**src/rtl/core/pfe_pkg.sv**
```systemverilog
// ----------------------------------------------------------------------------
// pfe_pkg
// Shared constants of the pressure floor estimator: field widths, register
// indexes, status codes and the geometry of the digit-serial datapath.
// ----------------------------------------------------------------------------
package pfe_pkg;

    // default number of floors that a sample is matched against
    localparam int PFE_NUM_FLOORS_DEF = 6;

    // field widths
    localparam int PFE_PRESS_W = 24;
    localparam int PFE_FLOOR_W = 8;
    localparam int PFE_SUM_W   = 34;
    localparam int PFE_CNT_W   = 11;
    localparam int PFE_CALI_W  = 10;
    localparam int PFE_STEP_W  = 20;
    localparam int PFE_CFG_W   = 20;
    localparam int PFE_IDX_W   = 2;

    // digit-serial datapath: a word of PFE_W bits moves PFE_DIGW bits a cycle
    localparam int PFE_W     = 36;
    localparam int PFE_DIGW  = 4;
    localparam int PFE_NDIG  = PFE_W / PFE_DIGW;
    localparam int PFE_MACW  = 13;
    localparam int PFE_SEQ_W = $clog2(PFE_W);

    // configuration register indexes
    localparam logic [PFE_IDX_W-1:0] REG_CALI_COUNT = 2'd0;
    localparam logic [PFE_IDX_W-1:0] REG_FLOOR_STEP = 2'd1;
    localparam logic [PFE_IDX_W-1:0] REG_TOLERANCE  = 2'd2;

    // configuration reset values
    localparam logic [PFE_CALI_W-1:0] CALI_COUNT_RST = 10'd100;
    localparam logic [PFE_STEP_W-1:0] FLOOR_STEP_RST = 20'd4000;
    localparam logic [PFE_STEP_W-1:0] TOLERANCE_RST  = 20'd2000;

    // state reset values
    localparam logic [PFE_FLOOR_W-1:0] REF_FLOOR_RST = 8'sd3;

    // result status codes
    localparam logic [1:0] ST_CALIBRATING = 2'd0;
    localparam logic [1:0] ST_CALI_DONE   = 2'd1;
    localparam logic [1:0] ST_MAPPED      = 2'd2;
    localparam logic [1:0] ST_NO_MATCH    = 2'd3;

    // saturation value of the reference pressure
    localparam logic [PFE_PRESS_W-1:0] PRESS_MAX = 24'hFFFFFF;

endpackage

```
**src/rtl/core/pressure_floor_estimator.sv**
```systemverilog
// ----------------------------------------------------------------------------
// pressure_floor_estimator
// Maps barometric samples to a building floor after averaging a reference.
// ----------------------------------------------------------------------------
// Usage:
//   Input beats (valid/ready) carry kind, pressure and known_floor. A kind 1
//   beat recalibrates at known_floor; kind 0 beats are pressure samples.
//   Every input beat yields exactly one output beat (valid/ready) carrying
//   status, floor, calibrated and reference_pressure.
//   Configuration registers are to be written by the user through a plain
//   write port only while the block is idle, which the block does not enforce;
//   they take effect with the next input beat. One beat is processed at a
//   time; the datapath moves 4 bits a cycle over a 36-bit word. Recalibration
//   goes straight to the result; a calibrating sample makes one pass of the
//   sum; calibration finish divides, one quotient bit a cycle; a mapped sample
//   makes a reference pass, then one pass per floor up to NUM_FLOORS floors.
//   The next beat is taken in the cycle after the result is registered.
//   A stalled receiver holds the result in the output register; the block
//   accepts one more beat meanwhile and waits before publishing its result.
//   Reset loads the default registers, clears the calibration and sets the
//   reference floor to 3; the block is ready the cycle after reset.
// ----------------------------------------------------------------------------
module pressure_floor_estimator
    import pfe_pkg::*;
#(
    parameter int NUM_FLOORS = PFE_NUM_FLOORS_DEF
) (
    input  logic                          i_clk,
    input  logic                          i_rst_n,
    // configuration write port
    input  logic                          i_cfg_we,
    input  logic [PFE_IDX_W-1:0]          i_cfg_index,
    input  logic [PFE_CFG_W-1:0]          i_cfg_data,
    // input channel
    input  logic                          i_in_valid,
    output logic                          o_in_ready,
    input  logic                          i_kind,
    input  logic [PFE_PRESS_W-1:0]        i_pressure,
    input  logic signed [PFE_FLOOR_W-1:0] i_known_floor,
    // output channel
    output logic                          o_out_valid,
    input  logic                          i_out_ready,
    output logic [1:0]                    o_status,
    output logic signed [PFE_FLOOR_W-1:0] o_floor,
    output logic                          o_calibrated,
    output logic [PFE_PRESS_W-1:0]        o_reference_pressure
);

    localparam int FLW = $clog2(NUM_FLOORS + 1);

    typedef enum logic [2:0] {
        S_IDLE,
        S_ACC,
        S_DIV,
        S_INIT,
        S_FLOOR,
        S_DONE
    } t_state;

    // configuration
    logic [PFE_CALI_W-1:0]          r_cali_count;
    logic [PFE_STEP_W-1:0]          r_floor_step;
    logic [PFE_STEP_W-1:0]          r_tolerance;

    // block state
    logic [PFE_SUM_W-1:0]           r_sum;
    logic [PFE_CNT_W-1:0]           r_count;
    logic                           r_calib;
    logic signed [PFE_FLOOR_W-1:0]  r_ref_floor;
    logic signed [PFE_FLOOR_W-1:0]  r_cur_floor;
    logic [1:0]                     r_status;

    // sequencer
    t_state                         r_state;
    logic [PFE_SEQ_W-1:0]           r_seq;
    logic [FLW-1:0]                 r_fl_idx;

    // digit-serial working registers
    logic [PFE_W-1:0]               r_sh_a;
    logic [PFE_W-1:0]               r_sh_b;
    logic [PFE_W-1:0]               r_sh_c;
    logic signed [PFE_MACW-1:0]     r_mc;
    logic [1:0]                     r_cy;
    logic                           r_ca;
    logic                           r_cb;
    logic                           r_nz;
    logic [PFE_CALI_W-1:0]          r_rem;

    // output register
    logic                           r_out_valid;
    logic [1:0]                     r_out_status;
    logic signed [PFE_FLOOR_W-1:0]  r_out_floor;
    logic                           r_out_calib;
    logic [PFE_PRESS_W-1:0]         r_out_ref;

    // datapath signals
    logic [PFE_DIGW-1:0]            dig_a;
    logic [PFE_DIGW-1:0]            dig_b;
    logic [PFE_DIGW-1:0]            dig_c;
    logic [PFE_CALI_W-1:0]          cnt_eff;
    logic signed [PFE_MACW-1:0]     mul_a;
    logic signed [PFE_MACW-1:0]     mul_b;
    logic signed [PFE_MACW-1:0]     macc;
    logic signed [PFE_MACW-1:0]     n_mc;
    logic [PFE_DIGW+1:0]            init_sum;
    logic [PFE_DIGW:0]              acc_sum;
    logic [PFE_DIGW:0]              fl_diff;
    logic [PFE_DIGW:0]              fl_lo;
    logic [PFE_DIGW:0]              fl_hi;
    logic                           n_nz;
    logic                           fl_match;
    logic [PFE_CALI_W:0]            div_t;
    logic                           div_ge;
    logic [PFE_CALI_W-1:0]          n_rem;
    logic [PFE_W-1:0]               q_full;
    logic [PFE_PRESS_W-1:0]         q_sat;
    logic [PFE_DIGW-1:0]            n_digit;
    logic [PFE_W-1:0]               n_sh_a;
    logic                           last_dig;
    logic                           last_bit;
    logic                           out_free;

    assign o_in_ready           = (r_state == S_IDLE);
    assign o_out_valid          = r_out_valid;
    assign o_status             = r_out_status;
    assign o_floor              = r_out_floor;
    assign o_calibrated         = r_out_calib;
    assign o_reference_pressure = r_out_ref;

    assign out_free = !r_out_valid || i_out_ready;
    assign last_dig = (r_seq == PFE_SEQ_W'(PFE_NDIG - 1));
    assign last_bit = (r_seq == PFE_SEQ_W'(PFE_W - 1));

    // low digits of the shift registers
    assign dig_a = r_sh_a[PFE_DIGW-1:0];
    assign dig_b = r_sh_b[PFE_DIGW-1:0];
    assign dig_c = r_sh_c[PFE_DIGW-1:0];

    // zero count behaves as one
    assign cnt_eff = (r_cali_count == '0) ? PFE_CALI_W'(1) : r_cali_count;

    // digit of floor_step times the signed reference floor, plus carry
    assign mul_a = $signed({{(PFE_MACW - PFE_DIGW){1'b0}}, dig_c});
    assign mul_b = $signed({{(PFE_MACW - PFE_FLOOR_W){r_ref_floor[PFE_FLOOR_W-1]}},
                            r_ref_floor});
    assign macc  = mul_a * mul_b + r_mc;
    assign n_mc  = macc >>> PFE_DIGW;

    // reference - sample + product, one digit
    assign init_sum = {2'b00, dig_a} + {2'b00, macc[PFE_DIGW-1:0]} + {2'b00, ~dig_b}
                    + {{PFE_DIGW{1'b0}}, r_cy};

    // running sum, one digit
    assign acc_sum = {1'b0, dig_a} + {1'b0, dig_b} + {{PFE_DIGW{1'b0}}, r_cy[0]};

    // next floor distance and its two tolerance bounds, one digit
    assign fl_diff = {1'b0, dig_a} + {1'b0, ~dig_c} + {{PFE_DIGW{1'b0}}, r_cy[0]};
    assign fl_lo   = {1'b0, fl_diff[PFE_DIGW-1:0]} + {1'b0, ~dig_b}
                   + {{PFE_DIGW{1'b0}}, r_ca};
    assign fl_hi   = {1'b0, fl_diff[PFE_DIGW-1:0]} + {1'b0, dig_b}
                   + {{PFE_DIGW{1'b0}}, r_cb};
    assign n_nz    = r_nz | (fl_hi[PFE_DIGW-1:0] != '0);
    // distance - tol below zero and distance + tol above zero
    assign fl_match = fl_lo[PFE_DIGW-1] & ~fl_hi[PFE_DIGW-1] & n_nz;

    // restoring division step, one quotient bit
    assign div_t  = {r_rem, r_sh_a[PFE_W-1]};
    assign div_ge = (div_t >= {1'b0, cnt_eff});
    assign n_rem  = div_ge ? PFE_CALI_W'(div_t - {1'b0, cnt_eff})
                           : div_t[PFE_CALI_W-1:0];
    assign q_full = {r_sh_a[PFE_W-2:0], div_ge};
    assign q_sat  = (q_full[PFE_W-1:PFE_PRESS_W] != '0) ? PRESS_MAX
                                                         : q_full[PFE_PRESS_W-1:0];

    // result digit of the running pass
    always_comb begin
        case (r_state)
            S_ACC:   n_digit = acc_sum[PFE_DIGW-1:0];
            S_INIT:  n_digit = init_sum[PFE_DIGW-1:0];
            S_FLOOR: n_digit = fl_diff[PFE_DIGW-1:0];
            default: n_digit = dig_a;
        endcase
    end

    assign n_sh_a = {n_digit, r_sh_a[PFE_W-1:PFE_DIGW]};

    // sequencer, state and output register
    always_ff @(posedge i_clk) begin
        if (!i_rst_n) begin
            r_cali_count <= CALI_COUNT_RST;
            r_floor_step <= FLOOR_STEP_RST;
            r_tolerance  <= TOLERANCE_RST;
            r_sum        <= '0;
            r_count      <= '0;
            r_calib      <= 1'b0;
            r_ref_floor  <= REF_FLOOR_RST;
            r_cur_floor  <= '0;
            r_status     <= ST_CALIBRATING;
            r_state      <= S_IDLE;
            r_seq        <= '0;
            r_fl_idx     <= '0;
            r_out_valid  <= 1'b0;
        end else begin
            // configuration writes
            if (i_cfg_we) begin
                case (i_cfg_index)
                    REG_CALI_COUNT: r_cali_count <= i_cfg_data[PFE_CALI_W-1:0];
                    REG_FLOOR_STEP: r_floor_step <= i_cfg_data[PFE_STEP_W-1:0];
                    REG_TOLERANCE:  r_tolerance  <= i_cfg_data[PFE_STEP_W-1:0];
                    default: ;
                endcase
            end

            // output beat taken, publishing handled in the done state
            if (r_out_valid && i_out_ready && (r_state != S_DONE)) begin
                r_out_valid <= 1'b0;
            end

            case (r_state)
                S_IDLE: begin
                    if (i_in_valid) begin
                        r_seq  <= '0;
                        r_sh_a <= {{(PFE_W - PFE_SUM_W){1'b0}}, r_sum};
                        r_sh_b <= {{(PFE_W - PFE_PRESS_W){1'b0}}, i_pressure};
                        r_sh_c <= {{(PFE_W - PFE_STEP_W){1'b0}}, r_floor_step};
                        r_rem  <= '0;
                        r_mc   <= '0;
                        if (i_kind) begin
                            // recalibrate at the given floor
                            r_ref_floor <= i_known_floor;
                            r_cur_floor <= i_known_floor;
                            r_calib     <= 1'b0;
                            r_sum       <= '0;
                            r_count     <= '0;
                            r_status    <= ST_CALIBRATING;
                            r_state     <= S_DONE;
                        end else if (!r_calib) begin
                            if (r_count < {1'b0, cnt_eff}) begin
                                r_cy    <= 2'd0;
                                r_state <= S_ACC;
                            end else begin
                                r_state <= S_DIV;
                            end
                        end else begin
                            r_cy    <= 2'd1;
                            r_state <= S_INIT;
                        end
                    end
                end

                S_ACC: begin
                    r_sh_a <= n_sh_a;
                    r_sh_b <= {dig_b, r_sh_b[PFE_W-1:PFE_DIGW]};
                    r_cy   <= {1'b0, acc_sum[PFE_DIGW]};
                    r_seq  <= r_seq + 1'b1;
                    if (last_dig) begin
                        r_sum    <= n_sh_a[PFE_SUM_W-1:0];
                        r_count  <= r_count + 1'b1;
                        r_status <= ST_CALIBRATING;
                        r_state  <= S_DONE;
                    end
                end

                S_DIV: begin
                    r_sh_a <= q_full;
                    r_rem  <= n_rem;
                    r_seq  <= r_seq + 1'b1;
                    if (last_bit) begin
                        r_sum    <= {{(PFE_SUM_W - PFE_PRESS_W){1'b0}}, q_sat};
                        r_calib  <= 1'b1;
                        r_status <= ST_CALI_DONE;
                        r_state  <= S_DONE;
                    end
                end

                S_INIT: begin
                    r_sh_a <= n_sh_a;
                    r_sh_c <= {dig_c, r_sh_c[PFE_W-1:PFE_DIGW]};
                    r_mc   <= n_mc;
                    if (last_dig) begin
                        // distance at the reference floor is ready
                        r_sh_b   <= {{(PFE_W - PFE_STEP_W){1'b0}}, r_tolerance};
                        r_seq    <= '0;
                        r_cy     <= 2'd1;
                        r_ca     <= 1'b1;
                        r_cb     <= 1'b0;
                        r_nz     <= 1'b0;
                        r_fl_idx <= FLW'(1);
                        r_state  <= S_FLOOR;
                    end else begin
                        r_sh_b <= {dig_b, r_sh_b[PFE_W-1:PFE_DIGW]};
                        r_cy   <= init_sum[PFE_DIGW+1:PFE_DIGW];
                        r_seq  <= r_seq + 1'b1;
                    end
                end

                S_FLOOR: begin
                    r_sh_a <= n_sh_a;
                    r_sh_b <= {dig_b, r_sh_b[PFE_W-1:PFE_DIGW]};
                    r_sh_c <= {dig_c, r_sh_c[PFE_W-1:PFE_DIGW]};
                    if (last_dig) begin
                        r_seq <= '0;
                        r_cy  <= 2'd1;
                        r_ca  <= 1'b1;
                        r_cb  <= 1'b0;
                        r_nz  <= 1'b0;
                        if (fl_match) begin
                            r_cur_floor <= PFE_FLOOR_W'(r_fl_idx);
                            r_status    <= ST_MAPPED;
                            r_state     <= S_DONE;
                        end else if (r_fl_idx == FLW'(NUM_FLOORS)) begin
                            r_status <= ST_NO_MATCH;
                            r_state  <= S_DONE;
                        end else begin
                            r_fl_idx <= r_fl_idx + 1'b1;
                        end
                    end else begin
                        r_cy  <= {1'b0, fl_diff[PFE_DIGW]};
                        r_ca  <= fl_lo[PFE_DIGW];
                        r_cb  <= fl_hi[PFE_DIGW];
                        r_nz  <= n_nz;
                        r_seq <= r_seq + 1'b1;
                    end
                end

                S_DONE: begin
                    // publish once the output register is free
                    if (out_free) begin
                        r_out_valid  <= 1'b1;
                        r_out_status <= r_status;
                        r_out_floor  <= r_cur_floor;
                        r_out_calib  <= r_calib;
                        r_out_ref    <= r_calib ? r_sum[PFE_PRESS_W-1:0] : '0;
                        r_state      <= S_IDLE;
                    end
                end

                default: begin
                    r_state <= S_IDLE;
                end
            endcase
        end
    end

endmodule
```
**config.mk**
```make
export PLATFORM = sky130hd
export DESIGN_NAME = pressure_floor_estimator
export DESIGN_NICKNAME = d
export VERILOG_FILES = /design/src/rtl/core/pfe_pkg.sv /design/src/rtl/core/pressure_floor_estimator.sv
export SDC_FILE = /design/constraint.sdc
export NUM_CORES = 1
export LEC_CHECK = 0
export BUFFER_PORTS_ARGS = -buffer_cell sky130_fd_sc_hd__buf_2
export CORE_MARGIN = 4
export CORE_UTILIZATION = 62
export DETAILED_ROUTE_END_ITERATION = 16
export PLACE_DENSITY = 0.84
export SLEW_MARGIN = 5
export SYNTH_ARGS = -nofsm -noshare
export SYNTH_HDL_FRONTEND = slang
export SYNTH_SLANG_ARGS = --single-unit
```
**constraint.sdc**
```tcl
create_clock -name i_clk -period 4.8 [get_ports i_clk]
set_clock_uncertainty 0.05 [all_clocks]
set_input_delay 0.48 -clock i_clk [delete_from_list [all_inputs] [get_ports i_clk]]
set_output_delay 0.48 -clock i_clk [all_outputs]
set_load 0.005 [all_outputs]
```
# After elaboration in Yosys (flattened, before gate mapping)
# Cells that the tools add are included.
# classes
div	0
muxes	79
magnitude_cmp	2
mul	1
reduce_logical	45
n_eq_ne	24
n_shift	0
n_bitwise	6
addsub	16
# ops
op	n
36-bit one-hot mux with 3 select lines	2
36-bit two-way mux	4
34-bit two-way mux	4
34-bit one-hot mux with 3 select lines	1
36-bit one-hot mux with 2 select lines	1
3-bit two-way mux	14
11-bit two-way mux	3
8-bit two-way mux	4
10-bit two-way mux	3
2-bit two-way mux	13
13-bit one-hot mux with 2 select lines	1
4-bit by 4-bit adder with 5-bit output	5
24-bit two-way mux	1
3-bit AND reduction	8
11-bit one-hot mux with 2 select lines	1
5-bit by 1-bit adder with 5-bit output	4
2-bit != test, second input constant	10
10-bit one-hot mux with 2 select lines	1
5-bit AND reduction	4
3-bit one-hot mux with 6 select lines	1
6-bit one-hot mux with 3 select lines	1
2-bit one-hot mux with 4 select lines	2
8-bit one-hot mux with 2 select lines	1
7-bit AND reduction	2
other kinds (44)	82
# totals
ramBits	0
n_memories	0
output_inout_bits	37
romBits	0
latch_bits	0
regBits	298
in_bits	60
word_cells	199

# Depth between registers and ports, before layout
# depth
depth_word	11
ltp_mapped	16
mapped_depth_nobuf	16

# Worst setup path after synthesis
# No wires, ideal clock.
# synth_timing
path_kind	reg-to-reg
start	register r_sh_c[0]
end	register r_sh_a[35] (data pin)
t_arrival_ns	4.068
path_buffers	0
setup_ns	0.269
path_slack_ns	0.413
path_stages_with_launch	16
required_time_ns	4.481
period_less_slack_ns	4.387
cell_sequence	edfxtp_1 > and2_1 > fa_1 > ha_1 > inv_1 > fa_1 > fa_1 > fa_1 > inv_1 > ha_1 > ha_1 > xor2_1 > nand2_1 > o21ai_0 > a22oi_1 > o21ai_0
# synth_via
elab_chain_cells	7
word_cells_on_any_way	10
classes_between	6 x add/sub; 1 x mul; 2 x mux; 1 x bitwise
# synth_rtl
element	line_no	rtl
start, declared	pressure_floor_estimator.sv:81	logic [PFE_W-1:0] r_sh_c;
start signal, assigned	pressure_floor_estimator.sv:225	r_sh_c <= {{(PFE_W - PFE_STEP_W){1'b0}}, r_floor_step};
start signal, assigned	pressure_floor_estimator.sv:278	r_sh_c <= {dig_c, r_sh_c[PFE_W-1:PFE_DIGW]};
start signal, assigned	pressure_floor_estimator.sv:300	r_sh_c <= {dig_c, r_sh_c[PFE_W-1:PFE_DIGW]};
5-bit by 8-bit multiplier with 13-bit output	pressure_floor_estimator.sv:146	assign macc = mul_a * mul_b + r_mc;
13-bit adder	pressure_floor_estimator.sv:146	
4-bit by 4-bit adder with 5-bit output	pressure_floor_estimator.sv:150	assign init_sum = {2'b00, dig_a} + {2'b00, macc[PFE_DIGW-1:0]} + {2'b00, ~dig_b}
5-bit by 4-bit adder with 6-bit output	pressure_floor_estimator.sv:150	
6-bit by 2-bit adder with 6-bit output	pressure_floor_estimator.sv:151	+ {{PFE_DIGW{1'b0}}, r_cy};
4-bit one-hot mux with 2 select lines (*)	pressure_floor_estimator.sv:177	case (r_state)
36-bit one-hot mux with 3 select lines (*)	pressure_floor_estimator.sv:219	case (r_state)
end signal, assigned	pressure_floor_estimator.sv:223	r_sh_a <= {{(PFE_W - PFE_SUM_W){1'b0}}, r_sum};
end signal, assigned	pressure_floor_estimator.sv:252	r_sh_a <= n_sh_a;
end signal, assigned	pressure_floor_estimator.sv:265	r_sh_a <= q_full;
end, declared	pressure_floor_estimator.sv:79	logic [PFE_W-1:0] r_sh_a;
# Every way passes the cells marked *; elsewhere a longest branch is shown, timed or not.
# A chain may end at the register's enable or synchronous reset.

# Worst setup path in the final report
# layout_timing
start	register r_sh_c[1]
end	register r_sh_a[35] (data pin)
# The elaborated chain is that of the path after synthesis.

==> impl_results.rst <==
.. list-table::
   :header-rows: 1

   * - Metric
     - Value
   * - Initial core utilization
     - 0.6372
   * - Area leader, netlist
     - sky130_fd_sc_hd__edfxtp_1
   * - Number of H-tree levels
     - 1
   * - Critical path data arrival time
     - ~4.9 ns
   * - Max_slew headroom
     - 0.3196
   * - Maximum clock frequency
     - 216.4 MHz
   * - Leak pwr
     - roughly 7 nW
   * - Remaining Overflow, GRT
     - 0
   * - DRT Wirelength
     - about 40 mm
   * - Largest net degree at the start of global routing
     - 68
   * - Sequential area share after synthesis
     - 0.4656
   * - Critical Path, Cell by Cell
     - and2_1 -> fa_1 -> ha_1 -> inv_1 -> fa_1 -> fa_1 -> fa_1 -> inv_1 -> ha_1 -> ha_1 -> xor2_1 -> nand2_1 -> o21ai_0 -> a22oi_1 -> o21ai_0
   * - Max_cap viols
     - 0
   * - Final Hold Violating Endpoints
     - 0
   * - Kind of start point of the critical path
     - flop
   * - GR Util All Layers
     - 0.2752
   * - Warnings, synthesis
     - 0
   * - DRT iter0 DRCs
     - about 1.5k
   * - Hold-fix buffers at CTS
     - 0
   * - DR DRC count
     - 0
   * - First-pass GRT wire length
     - 65.14 mm
   * - Pin slew with the least headroom to its limit
     - just over 1 ns
   * - Drt wl/cell
     - between 20 and 25 microns
   * - Number of nets in the layout
     - roughly 1.8k
   * - First-pass iteration count of the detailed router
     - 9
   * - Status
     - finished, final reports clean
   * - Number of placement rows
     - between 50 and 60
   * - Type of the worst setup path
     - flop to flop
   * - CTS Buffer Depth
     - 3
   * - Critical path data required time
     - just over 5 ns
   * - Most instantiated library cell after synthesis
     - sky130_fd_sc_hd__nand2_1
   * - Setup TNS after final layout
     - 0 ns
   * - Vias
     - roughly 13k
   * - Number of unique standard cell types used by synthesis
     - 75
   * - Clock tree from TritonCTS
     - yes
   * - Final-report max-slew violation count
     - 0
   * - Later-pin clock latency in the skew report
     - roughly 0.56 ns
   * - Fraction of registers with async set/reset
     - 0
   * - CTS Buf Count
     - 31
   * - Core occupancy in the finished layout
     - 0.7026
   * - Most common flop cell mapped by yosys
     - sky130_fd_sc_hd__edfxtp_1
   * - HPWL after detailed placement
     - around 27 mm
   * - Class of the worst hold path
     - input pin to flop
   * - Period utilization
     - 0.9629
   * - Vertical die dimension
     - 169.8 microns
   * - Total of buffers placed on input and output ports
     - 96
   * - Final min period
     - between 4 and 5 ns
   * - Synth Instances
     - 1,588
   * - Type of element capturing the critical path
     - flop
   * - Total core area
     - ~25,000 sq um
   * - Power per standard cell area
     - 563.2 nW/um^2
   * - Most used standard cells in the synthesized netlist
     - 219 x sky130_fd_sc_hd__nand2_1, 167 x sky130_fd_sc_hd__edfxtp_1, 127 x sky130_fd_sc_hd__dfxtp_1
   * - Detailed-route vias per instance
     - between 6 and 7
   * - Mean Syn Cell Area
     - a little over 10 sq um
   * - Area contributors post-synth
     - sky130_fd_sc_hd__edfxtp_1 31%, sky130_fd_sc_hd__dfxtp_1 16%, sky130_fd_sc_hd__ha_1 5.3%, sky130_fd_sc_hd__nand2_1 5.1%, sky130_fd_sc_hd__mux2i_1 5.1%
   * - Standard cell with the maximum stage delay on the critical path
     - sky130_fd_sc_hd__fa_1
   * - Final setup violation count
     - 0
   * - Total clock sinks
     - 294
   * - Number of global-route vias before repair
     - approximately 13k
   * - Placement Setup Slack
     - 0.08665 ns
   * - Die Outline Area
     - approximately 29,000 sq um
   * - Synthesized netlist net count
     - between 1.5k and 2k
   * - Worst-case vdd ir drop
     - approximately 0.46 mV
   * - Delay of the slowest cell on the worst path
     - roughly 0.54 ns
   * - Area fraction of the dominant cell type after synthesis
     - 0.3090
   * - Worst Hold Margin
     - between 0.1 and 0.15 ns
   * - Max FO, Critical Path
     - 5
   * - Number of antenna repair diodes
     - 0
   * - Synthesized flop and latch total
     - between 200 and 300
   * - Residual antenna-violating net count after detailed routing
     - 0
   * - Reg clk slew, reported paths
     - approximately 0.070 ns
   * - Fraction of final layout cells sized beyond drive strength 1
     - 0.1315
   * - Clk Tree Root Cell
     - sky130_fd_sc_hd__clkbuf_16
   * - Synth Cell Area
     - between 15,000 and 20,000 sq um
   * - Final weighted congestion of routability-driven global placement
     - about 0.91
   * - Area Growth Syn to Fin
     - 10.27%
   * - Boundary Pins
     - between 90 and 100
   * - Final setup margin
     - 0.1782 ns
   * - Number of flops mapped to enable cells by yosys
     - 167
   * - Most frequent cell on the critical path
     - sky130_fd_sc_hd__fa_1
   * - Width of the chip
     - approximately 170 microns
   * - Initial antenna violation count
     - 3
-- power by group --
| part | switching (mW) | leakage (nW) | total, mW | internal (mW) |
|---|---|---|---|---|
| combinational | 2.29 | 3.86 | 3.93 | 1.64 |
| sequential | 0.499 | 2.63 | 3.81 | 3.31 |
| clock | 0.990 | 0.487 | 2.34 | 1.35 |
| total | 3.78 | 6.98 | 10.1 | 6.30 |
-- through the flow --
step	power (mW)	cells	area, sq um
4_1_cts	10.04	2000	17870
6_report	10.08	2003	17900
3_3_place_gp	7.473	1942	16900
2_1_floorplan	6.637	1588	16230
3_5_place_dp	7.678	1942	16900
5_1_grt	10.70	2003	17900
-- routing by layer --
layer,up-vias,routed length (microns),global-route usage
met4,4,989,0.08295
met5,-,25,0
met1,6151,16880,0.3947
met2,636,19000,0.4378
li1,5862,-,-
met3,105,3675,0.04007
-- flip-flops by register name, indices dropped and copies added (netlist names), 8 cells and up --
| register | count |
|---|---|
| r_rem | 10 |
| r_floor_step | 20 |
| r_ref_floor | 8 |
| r_sh_a | 36 |
| o_reference_pressure | 24 |
| o_floor | 8 |
| r_count | 11 |
| r_mc | 9 |
| r_tolerance | 20 |
| r_cali_count | 10 |
| r_sum | 34 |
| r_sh_c | 36 |
| r_sh_b | 36 |
| r_cur_floor | 8 |
-- area by class of cell --
cell class	instances	area, sq um
fill	1805	7575
clock buffer	45	858.3
tap	330	412.9
multi-input combinational	1096	7889
timing repair buffer	119	653.1
clock inverter	13	121.4
inverter	106	397.9
sequential	294	7565
-- cells by family after synthesis --
family | count (synthesis) | synth area share
mux | 105 | 0.06653
flops | 294 | 0.4656
fa+ha+maj | 107 | 0.1001
compound gates | 370 | 0.1564
simple gates | 493 | 0.1504
xor+xnor | 21 | 0.01133
buf+inv | 198 | 0.04964
-- cell usage in the layout (no fill, tap or decap), drive strengths merged, types with 4 or more instances in the layout --
master | netlist | routed
nor4 | 8 | 8
a211o | 4 | 4
or3 | 14 | 14
or2 | 6 | 6
o211ai | 4 | 4
ha | 69 | 69
a31oi | 4 | 4
nand3b | 5 | 5
o31ai | 6 | 6
a222oi | 18 | 18
nand4 | 12 | 12
nand2 | 220 | 220
a21o | 17 | 17
inv | 106 | 108
buf | 40 | 119
nor4b | 4 | 4
nor2 | 46 | 46
and2 | 82 | 82
nor3b | 4 | 4
nor3 | 21 | 21
clkinv | 0 | 9
edfxtp | 167 | 167
xor2 | 8 | 8
and3 | 6 | 6
a22o | 36 | 36
clkbuf | 52 | 45
mux2i | 82 | 82
a22oi | 27 | 27
nor2b | 9 | 9
fa | 38 | 38
o21a | 7 | 7
a211oi | 8 | 8
o21ai | 60 | 60
mux2 | 23 | 23
a21oi | 123 | 123
xnor2 | 13 | 13
nand2b | 9 | 9
o221ai | 35 | 35
dfxtp | 127 | 127
nand3 | 39 | 39
-- timing repair --
action | CTS | global route
gates resized for setup | 0 | 0
endpoints found under the setup margin | 0 | 1
setup buffers | 0 | 3
-- worst max-delay path: cells and delay by family, from the launching register on --
family	cells	cell delay, ns
DFF	1	0.45
and+or+nand+nor	2	0.27
buffers and inverters	2	0.11
xor gates and xnor gates	1	0.17
AOI/OAI and AO/OA	3	0.40
adders and majority gates	7	2.90
-- worst paths after layout --
| check | startpoint | end | slack (ns) | cells after the start |
|---|---|---|---|---|
| min reg2reg | r_cur_floor[6]$_SDFFE_PN0P_ | o_floor[6]$_DFFE_PP_ | 0.38 | 0 |
| max reg2reg | r_sh_c[1]$_DFFE_PP_ | r_sh_a[35]$_DFFE_PP_ | 0.18 | 15 |
| max | r_sh_c[1]$_DFFE_PP_ | r_sh_a[35]$_DFFE_PP_ | 0.18 | 15 |
| min | i_cfg_data[10] | r_tolerance[10]$_SDFFE_PN1P_ | 0.12 | 3 |
Power figures use the tool's default switching activity.
